$ cat src/rtl/trimmed_block_average_filter_core_assert.svh
// Assertion helpers for the trimmed block average filter.
`ifndef TRIMMED_BLOCK_AVERAGE_FILTER_CORE_ASSERT_SVH
`define TRIMMED_BLOCK_AVERAGE_FILTER_CORE_ASSERT_SVH

// Same-cycle implication, disabled while reset is asserted.
`define TBAF_ASSERT_IMPL(label, clk, rst_n, ante, cons) \
  label: assert property (@(posedge clk) disable iff (!rst_n) (ante) |-> (cons)) \
    else $error("tbaf assertion failed");

// Next-cycle implication, disabled while reset is asserted.
`define TBAF_ASSERT_NEXT(label, clk, rst_n, ante, cons) \
  label: assert property (@(posedge clk) disable iff (!rst_n) (ante) |=> (cons)) \
    else $error("tbaf assertion failed");

`endif

$ cat src/rtl/tbaf_pkg.sv
`default_nettype none

package tbaf_pkg;

  localparam int unsigned BLOCK_LEN  = 10;
  localparam int unsigned WINDOW_LEN = 8;

  localparam int unsigned SAMPLE_W = 12;
  localparam int unsigned EXT_W    = SAMPLE_W + 1;
  localparam int unsigned COUNT_W  = 16;
  localparam int unsigned SPREAD_W = 16;
  localparam int unsigned PCT_W    = 7;
  localparam int unsigned ABS_W    = 12;

  localparam logic [EXT_W-1:0] ABOVE_ANY = EXT_W'(1 << SAMPLE_W);
  localparam logic [PCT_W-1:0] PCT_RESET = 7'd10;
  localparam logic [ABS_W-1:0] ABS_RESET = 12'd50;

  localparam int unsigned SAMPLE_MAX = (1 << SAMPLE_W) - 1;
  localparam int unsigned POS_W      = $clog2(BLOCK_LEN);
  localparam int unsigned BSUM_W     = $clog2(BLOCK_LEN * SAMPLE_MAX + 1);
  localparam int unsigned MEAN_DIV   = BLOCK_LEN - 2;

  localparam int unsigned WIN_CNT_W = $clog2(WINDOW_LEN + 1);
  localparam int unsigned WIN_IDX_W = (WINDOW_LEN > 1) ? $clog2(WINDOW_LEN) : 1;
  localparam int unsigned WSUM_W    = $clog2(WINDOW_LEN * SAMPLE_MAX + 1);
  localparam int unsigned RAM_AW    = WIN_IDX_W + 1;
  localparam int unsigned RAM_DEPTH = 1 << RAM_AW;

  localparam int unsigned PERCENT_SCALE = 100;
  localparam int unsigned PROD_W = SPREAD_W + $clog2(PERCENT_SCALE);
  localparam int unsigned RHS_W  = EXT_W + PCT_W;

  // Shared divider: the quotient never exceeds one sample code.
  localparam int unsigned QUO_W  = SAMPLE_W;
  localparam int unsigned DVD_W  = (BSUM_W > WSUM_W) ? BSUM_W : WSUM_W;
  localparam int unsigned MDIV_W = $clog2(MEAN_DIV + 1);
  localparam int unsigned DIVR_W = (MDIV_W > WIN_CNT_W) ? MDIV_W : WIN_CNT_W;
  localparam int unsigned DIVC_W = (DVD_W > DIVR_W + QUO_W) ? DVD_W : DIVR_W + QUO_W;
  localparam int unsigned STEP_W = $clog2(QUO_W);

  localparam int unsigned PADDR_W     = 3;
  localparam int unsigned PDATA_W     = 32;
  localparam int unsigned REG_IDX_BIT = 2;
  localparam logic REG_PCT = 1'b0;
  localparam logic REG_ABS = 1'b1;

  localparam logic CH_A = 1'b0;
  localparam logic CH_B = 1'b1;

  typedef struct packed {
    logic [SAMPLE_W-1:0] sample_a;
    logic [SAMPLE_W-1:0] sample_b;
  } in_word_t;

  typedef struct packed {
    logic [SAMPLE_W-1:0] filtered_a;
    logic [SAMPLE_W-1:0] filtered_b;
    logic                updated_a;
    logic                updated_b;
    logic [COUNT_W-1:0]  block_seq;
    logic [COUNT_W-1:0]  rejected_blocks;
  } out_word_t;

  typedef struct packed {
    logic [PCT_W-1:0] pct;
    logic [ABS_W-1:0] abs;
  } cfg_t;

  typedef struct packed {
    logic track;
    logic mul;
    logic reject;
    logic push;
    logic div_avg;
    logic held;
    logic finish;
    logic ch;
  } cmd_t;

  typedef struct packed {
    logic last_sample;
    logic reject;
    logic div_busy;
    logic div_done;
    logic out_free;
  } status_t;

endpackage

`default_nettype wire

$ cat src/rtl/tbaf_ram.sv
`default_nettype none

module tbaf_ram #(
  parameter int unsigned WIDTH = 12,
  parameter int unsigned DEPTH = 16,
  localparam int unsigned AW = $clog2(DEPTH)
) (
  input  wire logic             clk_i,
  input  wire logic             we_i,
  input  wire logic [AW-1:0]    waddr_i,
  input  wire logic [WIDTH-1:0] wdata_i,
  input  wire logic             re_i,
  input  wire logic [AW-1:0]    raddr_i,
  output logic      [WIDTH-1:0] rdata_o
);

  logic [WIDTH-1:0] mem_q [DEPTH];
  logic [WIDTH-1:0] rdata_q;

  always_ff @(posedge clk_i) begin
    if (we_i) begin
      mem_q[waddr_i] <= wdata_i;
    end
    if (re_i) begin
      rdata_q <= mem_q[raddr_i];
    end
  end

  assign rdata_o = rdata_q;

endmodule

`default_nettype wire

$ cat src/rtl/tbaf_div.sv
`default_nettype none

module tbaf_div (
  input  wire logic                         clk_i,
  input  wire logic                         rst_ni,
  input  wire logic                         start_i,
  input  wire logic [tbaf_pkg::DVD_W-1:0]   dividend_i,
  input  wire logic [tbaf_pkg::DIVR_W-1:0]  divisor_i,
  output logic                              busy_o,
  output logic                              done_o,
  output logic      [tbaf_pkg::QUO_W-1:0]   quotient_o
);

  import tbaf_pkg::*;

  logic [DIVC_W-1:0] rem_q;
  logic [DIVC_W-1:0] dsh_q;
  logic [QUO_W-1:0]  quo_q;
  logic [STEP_W-1:0] step_q;
  logic              busy_q;
  logic              done_q;
  logic              fits;

  // Restoring division, one quotient bit per cycle from the top bit down.
  assign fits = (rem_q >= dsh_q);

  always_ff @(posedge clk_i or negedge rst_ni) begin
    if (!rst_ni) begin
      busy_q <= 1'b0;
      done_q <= 1'b0;
    end else begin
      done_q <= 1'b0;
      if (start_i) begin
        busy_q <= 1'b1;
      end else if (busy_q && (step_q == '0)) begin
        busy_q <= 1'b0;
        done_q <= 1'b1;
      end
    end
  end

  always_ff @(posedge clk_i) begin
    if (start_i) begin
      rem_q  <= DIVC_W'(dividend_i);
      dsh_q  <= DIVC_W'(divisor_i) << (QUO_W - 1);
      quo_q  <= '0;
      step_q <= STEP_W'(QUO_W - 1);
    end else if (busy_q) begin
      if (fits) begin
        rem_q <= rem_q - dsh_q;
      end
      quo_q  <= {quo_q[QUO_W-2:0], fits};
      dsh_q  <= dsh_q >> 1;
      step_q <= step_q - STEP_W'(1);
    end
  end

  assign busy_o     = busy_q;
  assign done_o     = done_q;
  assign quotient_o = quo_q;

endmodule

`default_nettype wire

$ cat src/rtl/tbaf_regs.sv
`default_nettype none

module tbaf_regs (
  input  wire logic                          clk_i,
  input  wire logic                          rst_ni,
  input  wire logic                          psel,
  input  wire logic                          penable,
  input  wire logic                          pwrite,
  input  wire logic [tbaf_pkg::PADDR_W-1:0]  paddr,
  input  wire logic [tbaf_pkg::PDATA_W-1:0]  pwdata,
  output logic      [tbaf_pkg::PDATA_W-1:0]  prdata,
  output logic                               pready,
  output tbaf_pkg::cfg_t                     cfg_o
);

  import tbaf_pkg::*;

  cfg_t cfg_q;
  logic wr_en;

  assign pready = 1'b1;
  assign wr_en  = psel && penable && pwrite;

  always_ff @(posedge clk_i or negedge rst_ni) begin
    if (!rst_ni) begin
      cfg_q.pct <= PCT_RESET;
      cfg_q.abs <= ABS_RESET;
    end else if (wr_en) begin
      case (paddr[REG_IDX_BIT])
        REG_PCT: cfg_q.pct <= pwdata[PCT_W-1:0];
        REG_ABS: cfg_q.abs <= pwdata[ABS_W-1:0];
        default: ;
      endcase
    end
  end

  always_comb begin
    case (paddr[REG_IDX_BIT])
      REG_PCT: prdata = PDATA_W'(cfg_q.pct);
      REG_ABS: prdata = PDATA_W'(cfg_q.abs);
      default: prdata = '0;
    endcase
  end

  assign cfg_o = cfg_q;

endmodule

`default_nettype wire

$ cat src/rtl/tbaf_datapath.sv
`default_nettype none

module tbaf_datapath (
  input  wire logic          clk_i,
  input  wire logic          rst_ni,
  input  tbaf_pkg::in_word_t in_data_i,
  input  tbaf_pkg::cfg_t     cfg_i,
  input  tbaf_pkg::cmd_t     cmd_i,
  output tbaf_pkg::status_t  status_o,
  output logic               out_valid_o,
  input  wire logic          out_stall_i,
  output tbaf_pkg::out_word_t out_data_o
);

  import tbaf_pkg::*;

  logic [SAMPLE_W-1:0] samp [2];

  logic [POS_W-1:0]    pos_q;
  logic [BSUM_W-1:0]   bsum_q [2];
  logic [SAMPLE_W-1:0] lg_q   [2];
  logic [SAMPLE_W-1:0] slg_q  [2];
  logic [EXT_W-1:0]    sm_q   [2];
  logic [EXT_W-1:0]    ssm_q  [2];

  logic [WSUM_W-1:0]    wsum_q  [2];
  logic [WIN_IDX_W-1:0] widx_q  [2];
  logic [WIN_CNT_W-1:0] wfill_q [2];
  logic [SAMPLE_W-1:0]  held_q  [2];
  logic                 ok_q    [2];

  logic [COUNT_W-1:0] seq_q;
  logic [COUNT_W-1:0] rej_q;

  logic              spread_gt_q;
  logic [PROD_W-1:0] lhs_q;
  logic [RHS_W-1:0]  rhs_q;

  out_word_t out_q;
  logic      out_valid_q;

  logic                ch;
  logic                last;
  logic [SPREAD_W-1:0] spread;
  logic [SPREAD_W-1:0] excess;
  logic [BSUM_W-1:0]   trimmed;
  logic [SAMPLE_W-1:0] mean;
  logic [SAMPLE_W-1:0] old_val;
  logic [SAMPLE_W-1:0] rdata;
  logic [WSUM_W-1:0]   wsum_new;
  logic [RAM_AW-1:0]   ram_addr;
  logic                div_start;
  logic [DVD_W-1:0]    dividend;
  logic [DIVR_W-1:0]   divisor;
  logic                div_busy;
  logic                div_done;
  logic [QUO_W-1:0]    quotient;

  assign samp[0] = in_data_i.sample_a;
  assign samp[1] = in_data_i.sample_b;
  assign ch      = cmd_i.ch;
  assign last    = (pos_q == POS_W'(BLOCK_LEN - 1));

  // Block statistics, updated once per accepted word.
  always_ff @(posedge clk_i or negedge rst_ni) begin
    if (!rst_ni) begin
      pos_q <= '0;
      for (int c = 0; c < 2; c++) begin
        bsum_q[c] <= '0;
        lg_q[c]   <= '0;
        slg_q[c]  <= '0;
        sm_q[c]   <= ABOVE_ANY;
        ssm_q[c]  <= ABOVE_ANY;
      end
    end else if (cmd_i.finish) begin
      pos_q <= '0;
      for (int c = 0; c < 2; c++) begin
        bsum_q[c] <= '0;
        lg_q[c]   <= '0;
        slg_q[c]  <= '0;
        sm_q[c]   <= ABOVE_ANY;
        ssm_q[c]  <= ABOVE_ANY;
      end
    end else if (cmd_i.track) begin
      if (!last) begin
        pos_q <= pos_q + POS_W'(1);
      end
      for (int c = 0; c < 2; c++) begin
        bsum_q[c] <= bsum_q[c] + BSUM_W'(samp[c]);
        if (samp[c] > lg_q[c]) begin
          slg_q[c] <= lg_q[c];
          lg_q[c]  <= samp[c];
        end else if (samp[c] > slg_q[c]) begin
          slg_q[c] <= samp[c];
        end
        if (EXT_W'(samp[c]) < sm_q[c]) begin
          ssm_q[c] <= sm_q[c];
          sm_q[c]  <= EXT_W'(samp[c]);
        end else if (EXT_W'(samp[c]) < ssm_q[c]) begin
          ssm_q[c] <= EXT_W'(samp[c]);
        end
      end
    end
  end

  // The limit test spread > floor(min*pct/100) + abs is done without a divide:
  // it holds exactly when spread exceeds abs and 100*(spread-abs) > min*pct.
  assign spread = SPREAD_W'(slg_q[ch]) - SPREAD_W'(ssm_q[ch]);
  assign excess = spread - SPREAD_W'(cfg_i.abs);

  always_ff @(posedge clk_i) begin
    if (cmd_i.mul) begin
      spread_gt_q <= (spread > SPREAD_W'(cfg_i.abs));
      lhs_q       <= PROD_W'(excess) * PROD_W'(PERCENT_SCALE);
      rhs_q       <= RHS_W'(sm_q[ch]) * RHS_W'(cfg_i.pct);
    end
  end

  assign trimmed = bsum_q[ch] - BSUM_W'(lg_q[ch]) - BSUM_W'(sm_q[ch]);
  // The trimmed mean divides by a power of two, so it is only a shift.
  assign mean    = SAMPLE_W'(trimmed / MEAN_DIV);

  assign div_start = cmd_i.div_avg;
  assign dividend  = DVD_W'(wsum_q[ch]);
  assign divisor   = DIVR_W'(wfill_q[ch]);

  tbaf_div u_div (
    .clk_i      (clk_i),
    .rst_ni     (rst_ni),
    .start_i    (div_start),
    .dividend_i (dividend),
    .divisor_i  (divisor),
    .busy_o     (div_busy),
    .done_o     (div_done),
    .quotient_o (quotient)
  );

  assign ram_addr = {ch, widx_q[ch]};

  tbaf_ram #(
    .WIDTH (SAMPLE_W),
    .DEPTH (RAM_DEPTH)
  ) u_window (
    .clk_i   (clk_i),
    .we_i    (cmd_i.push),
    .waddr_i (ram_addr),
    .wdata_i (mean),
    .re_i    (cmd_i.mul),
    .raddr_i (ram_addr),
    .rdata_o (rdata)
  );

  // Slots at or beyond the fill count have never been written and count as zero.
  assign old_val  = (wfill_q[ch] == WIN_CNT_W'(WINDOW_LEN)) ? rdata : '0;
  assign wsum_new = wsum_q[ch] - WSUM_W'(old_val) + WSUM_W'(mean);

  always_ff @(posedge clk_i or negedge rst_ni) begin
    if (!rst_ni) begin
      for (int c = 0; c < 2; c++) begin
        wsum_q[c]  <= '0;
        widx_q[c]  <= '0;
        wfill_q[c] <= '0;
        held_q[c]  <= '0;
        ok_q[c]    <= 1'b0;
      end
      seq_q <= '0;
      rej_q <= '0;
    end else begin
      if (cmd_i.push) begin
        wsum_q[ch] <= wsum_new;
        if (widx_q[ch] == WIN_IDX_W'(WINDOW_LEN - 1)) begin
          widx_q[ch] <= '0;
        end else begin
          widx_q[ch] <= widx_q[ch] + WIN_IDX_W'(1);
        end
        if (wfill_q[ch] != WIN_CNT_W'(WINDOW_LEN)) begin
          wfill_q[ch] <= wfill_q[ch] + WIN_CNT_W'(1);
        end
      end
      if (cmd_i.held) begin
        held_q[ch] <= quotient;
        ok_q[ch]   <= 1'b1;
      end
      if (cmd_i.reject) begin
        ok_q[ch] <= 1'b0;
        rej_q    <= rej_q + COUNT_W'(1);
      end
      if (cmd_i.finish) begin
        seq_q <= seq_q + COUNT_W'(1);
      end
    end
  end

  // Result word register: a finished word waits here while the receiver stalls.
  always_ff @(posedge clk_i or negedge rst_ni) begin
    if (!rst_ni) begin
      out_valid_q <= 1'b0;
    end else if (cmd_i.finish) begin
      out_valid_q <= 1'b1;
    end else if (!out_stall_i) begin
      out_valid_q <= 1'b0;
    end
  end

  always_ff @(posedge clk_i) begin
    if (cmd_i.finish) begin
      out_q.filtered_a      <= held_q[0];
      out_q.filtered_b      <= held_q[1];
      out_q.updated_a       <= ok_q[0];
      out_q.updated_b       <= ok_q[1];
      out_q.block_seq       <= seq_q + COUNT_W'(1);
      out_q.rejected_blocks <= rej_q;
    end
  end

  assign out_valid_o = out_valid_q;
  assign out_data_o  = out_q;

  assign status_o.last_sample = last;
  assign status_o.reject      = spread_gt_q && (lhs_q > PROD_W'(rhs_q));
  assign status_o.div_busy    = div_busy;
  assign status_o.div_done    = div_done;
  assign status_o.out_free    = !out_valid_q || !out_stall_i;

endmodule

`default_nettype wire

$ cat src/rtl/tbaf_ctrl.sv
`default_nettype none

module tbaf_ctrl (
  input  wire logic         clk_i,
  input  wire logic         rst_ni,
  input  wire logic         in_valid_i,
  output logic              in_stall_o,
  input  tbaf_pkg::status_t status_i,
  output tbaf_pkg::cmd_t    cmd_o
);

  import tbaf_pkg::*;

  localparam logic [2:0] S_IDLE = 3'd0;
  localparam logic [2:0] S_MUL  = 3'd1;
  localparam logic [2:0] S_EVAL = 3'd2;
  localparam logic [2:0] S_PUSH = 3'd4;
  localparam logic [2:0] S_AVG  = 3'd5;
  localparam logic [2:0] S_DONE = 3'd6;

  logic [2:0] state_q, state_d;
  logic       ch_q, ch_d;
  cmd_t       cmd;

  always_comb begin
    state_d = state_q;
    ch_d    = ch_q;
    cmd     = '0;
    cmd.ch  = ch_q;
    case (state_q)
      S_IDLE: begin
        if (in_valid_i) begin
          cmd.track = 1'b1;
          if (status_i.last_sample) begin
            state_d = S_MUL;
            ch_d    = CH_A;
          end
        end
      end
      S_MUL: begin
        cmd.mul = 1'b1;
        state_d = S_EVAL;
      end
      S_EVAL: begin
        if (status_i.reject) begin
          cmd.reject = 1'b1;
          if (ch_q == CH_B) begin
            state_d = S_DONE;
          end else begin
            ch_d    = CH_B;
            state_d = S_MUL;
          end
        end else begin
          cmd.push = 1'b1;
          state_d  = S_PUSH;
        end
      end
      S_PUSH: begin
        cmd.div_avg = 1'b1;
        state_d     = S_AVG;
      end
      S_AVG: begin
        if (status_i.div_done) begin
          cmd.held = 1'b1;
          if (ch_q == CH_B) begin
            state_d = S_DONE;
          end else begin
            ch_d    = CH_B;
            state_d = S_MUL;
          end
        end
      end
      S_DONE: begin
        if (status_i.out_free) begin
          cmd.finish = 1'b1;
          state_d    = S_IDLE;
        end
      end
      default: begin
        state_d = S_IDLE;
      end
    endcase
  end

  always_ff @(posedge clk_i or negedge rst_ni) begin
    if (!rst_ni) begin
      state_q <= S_IDLE;
      ch_q    <= CH_A;
    end else begin
      state_q <= state_d;
      ch_q    <= ch_d;
    end
  end

  assign in_stall_o = (state_q != S_IDLE);
  assign cmd_o      = cmd;

endmodule

`default_nettype wire

$ cat src/rtl/trimmed_block_average_filter_core.sv
// Two-channel trimmed block average filter.
// Input channel: in_valid_i / in_stall_o carry one word with a sample of
// channel A and one of channel B. A word is taken when valid is high and
// stall is low. Inside a block one word is taken every cycle.
// After the last word of a block in_stall_o rises while the block is closed:
// per channel the spread test (states S_MUL and S_EVAL), and for an accepted
// channel a start of the shared radix-2 divider (S_PUSH), then S_AVG while it
// forms the window average, one quotient bit a cycle. Block close then ends in
// S_DONE, which waits until the output register is free.
// Output channel: out_valid_o / out_stall_i carry one result word per block,
// from a register. A stalled word holds; the next block's words are still
// taken, and only the last step of its close waits until the held word has gone.
// Configuration: APB writes at 0 (spread percent) and 4 (spread absolute),
// always ready; write only while the block is idle.
// Reset (rst_ni low, asynchronous) clears the block, window, counters and
// loads the register defaults; no clearing pass is needed.
`default_nettype none
`include "trimmed_block_average_filter_core_assert.svh"

module trimmed_block_average_filter_core (
  input  wire logic                          clk_i,
  input  wire logic                          rst_ni,
  input  wire logic                          in_valid_i,
  output logic                               in_stall_o,
  input  tbaf_pkg::in_word_t                 in_data_i,
  output logic                               out_valid_o,
  input  wire logic                          out_stall_i,
  output tbaf_pkg::out_word_t                out_data_o,
  input  wire logic                          psel,
  input  wire logic                          penable,
  input  wire logic                          pwrite,
  input  wire logic [tbaf_pkg::PADDR_W-1:0]  paddr,
  input  wire logic [tbaf_pkg::PDATA_W-1:0]  pwdata,
  output logic      [tbaf_pkg::PDATA_W-1:0]  prdata,
  output logic                               pready
);

  import tbaf_pkg::*;

  cfg_t    cfg;
  cmd_t    cmd;
  status_t status;
  logic    in_accept;

  assign in_accept = in_valid_i && !in_stall_o;

  tbaf_regs u_regs (
    .clk_i   (clk_i),
    .rst_ni  (rst_ni),
    .psel    (psel),
    .penable (penable),
    .pwrite  (pwrite),
    .paddr   (paddr),
    .pwdata  (pwdata),
    .prdata  (prdata),
    .pready  (pready),
    .cfg_o   (cfg)
  );

  tbaf_ctrl u_ctrl (
    .clk_i      (clk_i),
    .rst_ni     (rst_ni),
    .in_valid_i (in_valid_i),
    .in_stall_o (in_stall_o),
    .status_i   (status),
    .cmd_o      (cmd)
  );

  tbaf_datapath u_datapath (
    .clk_i       (clk_i),
    .rst_ni      (rst_ni),
    .in_data_i   (in_data_i),
    .cfg_i       (cfg),
    .cmd_i       (cmd),
    .status_o    (status),
    .out_valid_o (out_valid_o),
    .out_stall_i (out_stall_i),
    .out_data_o  (out_data_o)
  );

  `TBAF_ASSERT_IMPL(a_out_rise_from_finish, clk_i, rst_ni, $rose(out_valid_o), $past(cmd.finish))
  `TBAF_ASSERT_NEXT(a_last_word_stalls, clk_i, rst_ni, in_accept && status.last_sample, in_stall_o)
  `TBAF_ASSERT_IMPL(a_div_start_idle, clk_i, rst_ni, cmd.div_avg, !status.div_busy)
  `TBAF_ASSERT_IMPL(a_finish_out_free, clk_i, rst_ni, cmd.finish, status.out_free && in_stall_o)

endmodule

`default_nettype wire
$ cat config.mk
export PLATFORM = sky130hd
export DESIGN_NAME = trimmed_block_average_filter_core
export DESIGN_NICKNAME = d
export VERILOG_FILES = /design/src/rtl/tbaf_pkg.sv /design/src/rtl/tbaf_ram.sv /design/src/rtl/tbaf_div.sv /design/src/rtl/tbaf_regs.sv /design/src/rtl/tbaf_datapath.sv /design/src/rtl/tbaf_ctrl.sv /design/src/rtl/trimmed_block_average_filter_core.sv
export VERILOG_INCLUDE_DIRS = /design/src /design/src/rtl
export SDC_FILE = /design/constraint.sdc
export NUM_CORES = 1
export LEC_CHECK = 0
export BUFFER_PORTS_ARGS = -buffer_cell sky130_fd_sc_hd__buf_4
export CAP_MARGIN = 20
export CORE_UTILIZATION = 50
export CTS_CLUSTER_DIAMETER = 150
export DETAILED_ROUTE_END_ITERATION = 8
export GPL_ROUTABILITY_DRIVEN = 1
export PLACE_DENSITY = 0.67
export REMOVE_ABC_BUFFERS = 1
export SYNTH_ARGS = -nofsm -noshare
export SYNTH_HDL_FRONTEND = slang
export SYNTH_SLANG_ARGS = --single-unit
$ cat constraint.sdc
create_clock -name clk_i -period 11 [get_ports clk_i]
set_clock_uncertainty 0.15 [all_clocks]
set_input_delay 1.1 -clock clk_i [delete_from_list [all_inputs] [get_ports clk_i]]
set_output_delay 1.1 -clock clk_i [all_outputs]
set_load 0.1 [all_outputs]
Yosys cells after proc, flatten, opt, wreduce, memory -nomap -nowiden:

Memories as Yosys holds them, arrays and structs flattened. A register that Yosys moved wholly into a read port is not among the register bits.
Cells that the tools add are included.

* register bits after elaboration: 411
* bits in latches: 0
* RAM bits: 192
* ROM bits: 0
* bits of input ports: 66
* word-level logic and storage cells: 243
* memories kept: 1

Memories
* u_datapath.u_window.mem_q: words 16, bits a word 12, rd ports 1, clocked after memory_dff 1, write ports 1, line tbaf_ram.sv:17 `logic [WIDTH-1:0] mem_q [DEPTH];`

* add/subtract/negate cells: 15
* $mul: 2
* div/mod/pow operators: 0
* order comparisons: 13
* eq/ne operators: 16
* shift operators: 0
* mux-type cells: 104
* bitwise logic cells: 7
* reduce and logical (&&, ||, !) cells: 40

Operators by type and width (number)
* 15-bit 2-to-1 mux: 12
* 12-bit 2-to-1 mux: 14
* 13-bit 2-to-1 mux: 12
* 26-bit 2-to-1 mux: 4
* 24-bit 2-to-1 mux: 4
* 32-bit 2-to-1 mux: 2
* 32-bit one-hot mux with 2 select lines: 1
* 12-bit by 13-bit less-than comparator with 1-bit output: 4
* 12-bit greater-than comparator: 4
* 16-bit by 1-bit adder with 16-bit output (second input constant): 2
* 16-bit by 12-bit adder with 16-bit output: 2
* 30-bit bitwise mux: 1
* 3-bit 2-to-1 mux: 10
* 15-bit by 12-bit subtractor with 15-bit output: 2
* 4-bit 2-to-1 mux: 7
* 2-bit AND reduction: 14
* 24-bit bitwise mux: 1
* 23-bit by 20-bit greater-than comparator with 1-bit output: 1
* 1-bit 2-to-1 mux: 23
* 16-bit by 5-bit multiplier with 21-bit output (second input constant): 1
* 13-bit by 7-bit multiplier with 20-bit output: 1
* 3-bit one-hot mux with 6 select lines: 1
* 3-bit nonzero test: 6
* 16-bit by 15-bit >= comparator with 1-bit output: 1
* other kinds (43): 67

Logic depth before layout (Yosys ltp):

* depth in word-level cells: 9
* gate-level depth with buffers: 37

By module:

A second synthesis with hierarchy kept.

* cells, all modules: 3174
* area, all modules: 36711.5 um2

By module, submodules not included
* tbaf_datapath: instances 1, cells an instance 2430, area an instance 24872.6 um2
* tbaf_ram: instances 1, cells an instance 329, area an instance 7719.9 um2
* tbaf_div: instances 1, cells an instance 301, area an instance 2768.9 um2
* tbaf_regs: instances 1, cells an instance 77, area an instance 1052.3 um2
* tbaf_ctrl: instances 1, cells an instance 37, area an instance 297.8 um2

Worst setup path before layout:

Ideal clock, no wire load.

* kind: reg-to-reg
* start: reg u_ctrl.ch_q
* end: reg u_datapath.lhs_q[22], data pin
* setup time: 0.266 ns
* arrival: 7.296 ns
* path slack: 3.288 ns
* cell stages (with the launch flop): 34
* buffers on the path: 5
* clock period less this slack: 7.712 ns
* path through: dfrtp_1 -> buf_6 -> clkbuf_1 -> clkbuf_1 -> clkbuf_1 -> buf_1 -> mux2i_1 -> ha_1 -> o21ai_1 -> nand2b_1 -> a21o_1 -> nand2_1 -> nor2b_1 -> xnor2_1 -> ha_1 -> o211ai_1 -> a21oi_1 -> o41ai_1 -> o21ai_1 -> a21oi_1 -> o21bai_1 -> xor2_1 -> inv_2 -> xnor2_1 -> ha_1 -> inv_1 -> fa_1 -> inv_1 -> ha_1 -> or3_1 -> o211a_1 -> or2_1 -> o41ai_1 -> xnor2_1

* cells in the longest elaborated chain, start to end: 7
* elaborated cells between the ends (all ways): 10
* classes of those cells: add/sub (2); mul (1); mux (6); bitwise (1)

Ends and longest elaborated chain
* from (decl): line tbaf_ctrl.sv:22 `logic ch_q, ch_d;`
* from (signal assigned): line tbaf_ctrl.sv:91 `ch_q <= ch_d;`
* 1-bit NOT with 2-bit output (implied by the code) (*): line tbaf_datapath.sv:108 `assign spread = SPREAD_W'(slg_q[ch]) - SPREAD_W'(ssm_q[ch]);`
* 12-bit 2-to-1 mux (implied by the code) / 13-bit 2-to-1 mux (equally long branches) (3 in a row): line tbaf_datapath.sv:108
* 12-bit by 13-bit subtractor with 14-bit output (*): line tbaf_datapath.sv:108
* 16-bit by 12-bit subtractor with 16-bit output (*): line tbaf_datapath.sv:109 `assign excess = spread - SPREAD_W'(cfg_i.abs);`
* 16-bit by 5-bit multiplier with 21-bit output (*): line tbaf_datapath.sv:114 `lhs_q <= PROD_W'(excess) * PROD_W'(PERCENT_SCALE);`
* to (signal assigned): line tbaf_datapath.sv:114
* to (decl): line tbaf_datapath.sv:36 `logic [PROD_W-1:0] lhs_q;`

Every way passes the cells marked *; elsewhere a longest branch is shown, timed or not. The select of a mux whose other input is x is not followed.
A chain may end at the register's enable or synchronous reset.

Final worst setup path:

Ends and elaborated chain as after synthesis.

==> impl_metrics.py <==
metrics = {
    "outcome": {
        "status": "completed",
    },
    "place": {
        "io_buffers": 115,
        "dp_hpwl_um": 56760,
        "routabilityCongestion": 0.8536,
        "dp.cells": 4462,
    },
    "setup_path": {
        "worstPathArrival_ns": 8.19,
        "cpMaxStageDelayCell": "dfrtp_4",
        "crit_type": "reg -> reg",
        "cp_max_fo": 62,
        "critical-path-max-stage-delay_ns": 0.90,
        "cp-end-kind": "flip-flop",
        "cp-start-kind": "flip-flop",
        "required_ns": 11.20,
        "cpMostUsedCell": "ha_1",
    },
    "drt": {
        "wl_per_cell_um": 18.23,
        "drtAntennaViolNets": 0,
        "dr.pass1.iters": 5,
        "post-route-drc-count": 0,
        "viasPerCell": 5.525,
        "vias": 25370,
        "drt_iter0_markers": 1681,
        "totalWireLength_um": 83730,
    },
    "logic_synthesis": {
        "synth.avg_cell_area_um2": 10.49,
        "ys_ff_latch": 613,
        "synthCells": 3472,
        "ys_warn_count": 0,
        "synth_edf_count": 323,
        "syn_area_um2": 36440,
        "yosysUniqueCellTypes": 79,
        "async_reset_ff_frac": 0.4274,
        "synthFlopType": "edfxtp_1",
        "ys_seq_area_frac": 0.4618,
    },
    "sta": {
        "tightest_slew_ns": 1.129,
        "hold_viol": 0,
        "setup_viol_count_final": 0,
        "fmax_mhz": 125.2,
        "fin_crit_sh": 0.7263,
        "rsz0062_at_grt": "no",
        "post-route-min-period_ns": 7.989,
        "final-max-slew-violation-count": 0,
        "relSlewSlack": 0.2422,
        "tns_ns": 0,
    },
    "clock_tree": {
        "cts_setup_buffers": 0,
        "cts_tree": "done",
        "clock-sinks": 613,
        "postCtsHoldBufs": 0,
        "clockBufferDepth": 3,
        "clk_latency_ns": 0.61,
        "post_cts_resized": 0,
        "cts_root_buf": "clkbuf_16",
        "cts_buffers": 70,
        "path_clk_slew_ns": 0.06,
        "cts.htree.levels": 3,
    },
    "global_routing": {
        "grt_start_max_net_pins": 175,
        "grt_pass1_wl_um": 135400,
        "met1_usage": 0.3228,
        "overflow": 0,
        "grt_pass1_vias": 25250,
        "busiest_layer": "met2",
        "grt_antenna_before_repair": 0,
        "grtUsageTotal": 0.2304,
        "met3_usage": 0.03509,
        "grt.met2_usage": 0.3710,
    },
    "final_layout": {
        "nFillCells": 6194,
        "layout-drive-gt1-share": 0.09473,
        "regArea_um2": 16830,
        "layout_commonest_cell": "nand2_1",
        "syn_to_final_growth_pct": 11.75,
        "multi_input_area_um2": 17960,
        "antenna_cells": 0,
        "stdcell_count": 4592,
        "final_cell_mix": "nand2_1, edfxtp_1, ha_1",
        "finalNetCount": 4049,
    },
    "floorplanning": {
        "die_area_um2": 73960,
        "start_util": 0.5071,
        "ioPinCount": 159,
        "rows": 98,
        "core-area_um2": 71850,
        "die_w_um": 272.0,
        "die_h_um": 272.0,
    },
    "flow_run": {
        "maxCapViolations": 0,
    },
    "hold_path": {
        "min_path_type": "in -> async",
    },
}
## cell usage after synthesis (all sizes together) (105+ instances only)
master  instances  area (µm²)
a21oi         165       829.6
clkbuf        110       412.9
dfrtp         253        6331
edfxtp        323        9699
ha            306        3829
inv           297        1115
mux2          112        1261
mux2i         110        1114
nand2         488        1832
nand3         105       525.5
nor2          222       833.3
o21ai         107       535.5
## through the flow
stage	instance area (µm²)	worst slack, ns	hold WS, ns	utilization
after detailed placement	38420	2.994	0.2789	0.5347
after global placement	38420	3.086	0.2769	0.5347
after global routing	40720	2.397	0.3058	0.5667
final	40720	3.011	0.2790	0.5667
after CTS	40710	2.979	0.2919	0.5666
after floorplan	35850	0.3949	0.2678	-
## area by class of cell
class / instances / area share
Timing Repair Buffer: 172 / 0.03251
Clock inverter: 26 / 0.006207
Multi-Input combinational cell: 2431 / 0.4411
Inverter: 297 / 0.02750
Clock buffer: 103 / 0.05012
Tap cell: 950 / 0.02919
Sequential cell: 613 / 0.4134
## logic make-up (layout without fill, tap and decap cells)
kind of cell             count (synthesis)  in the layout  synth area share
adder cells (fa/ha/maj)                398            398            0.1556
other                                    2             21         0.0002061
AND/OR/NAND/NOR                       1088           1088            0.1334
XOR/XNOR                               157            157           0.03774
multiplexers                           222            222           0.06517
AO/OA/AOI/OAI                          545            545           0.09738
buffers and inverters                  447            598           0.04866
flip-flops                             613            613            0.4618
## path summary, 6_finish.rpt
check | slack [ns] | end | from | depth (start not counted)
min in group clk_i | 0.29 | u_datapath.out_data_o[56]$_DFFE_PP_ | u_datapath.held_q[22]$_DFFE_PN0P_ | 0
worst min-delay path | 0.28 | u_datapath.seq_q[2]$_DFFE_PN0P_ | rst_ni | 1
worst min register to register | 0.29 | u_datapath.out_data_o[56]$_DFFE_PP_ | u_datapath.held_q[22]$_DFFE_PN0P_ | 0
worst max-delay path | 3.01 | u_datapath.lhs_q[22]$_DFFE_PP_ | u_ctrl.ch_q$_DFFE_PN0P_ | 31
max in group asynchronous | 8.92 | u_datapath.wsum_q[21]$_DFFE_PN0P_ | rst_ni | 2
worst max register to register | 3.01 | u_datapath.lhs_q[22]$_DFFE_PP_ | u_ctrl.ch_q$_DFFE_PN0P_ | 31
## metal layers
layer,part of all wire,wire length [µm],vias to the layer above
li1,-,-,12300
met1,0.46,38550,12390
met2,0.46,38660,575
met3,0.057,4750,106
met4,0.021,1771,0
met5,0,0,-
## flip-flops by register name, summed over array words and instances, names as in the netlist, 16 cells and up, named ones only
register                   count
u_datapath.u_window.mem_q    192
u_datapath.out_data_o         58
u_datapath.bsum_q             30
u_datapath.wsum_q             30
u_datapath.sm_q               26
u_datapath.ssm_q              26
u_datapath.held_q             24
u_datapath.lg_q               24
u_datapath.slg_q              24
u_datapath.lhs_q              21
u_datapath.rhs_q              20
u_regs.cfg_o                  19
u_datapath.rej_q              16
u_datapath.seq_q              16
u_datapath.u_div.rem_q        16
## worst max-delay path: cells and delay by family, from the launching register on
kind,cells,cell delay (ns)
buf+inv,5,0.61
fa+ha+maj,5,1.65
xor+xnor,4,0.77
flops,1,0.90
simple gates,6,1.08
compound gates,11,2.56
Power is left out: the tool's default activity adds up to more than one toggle a clock period on the data nets, which glitch-free logic cannot reach.
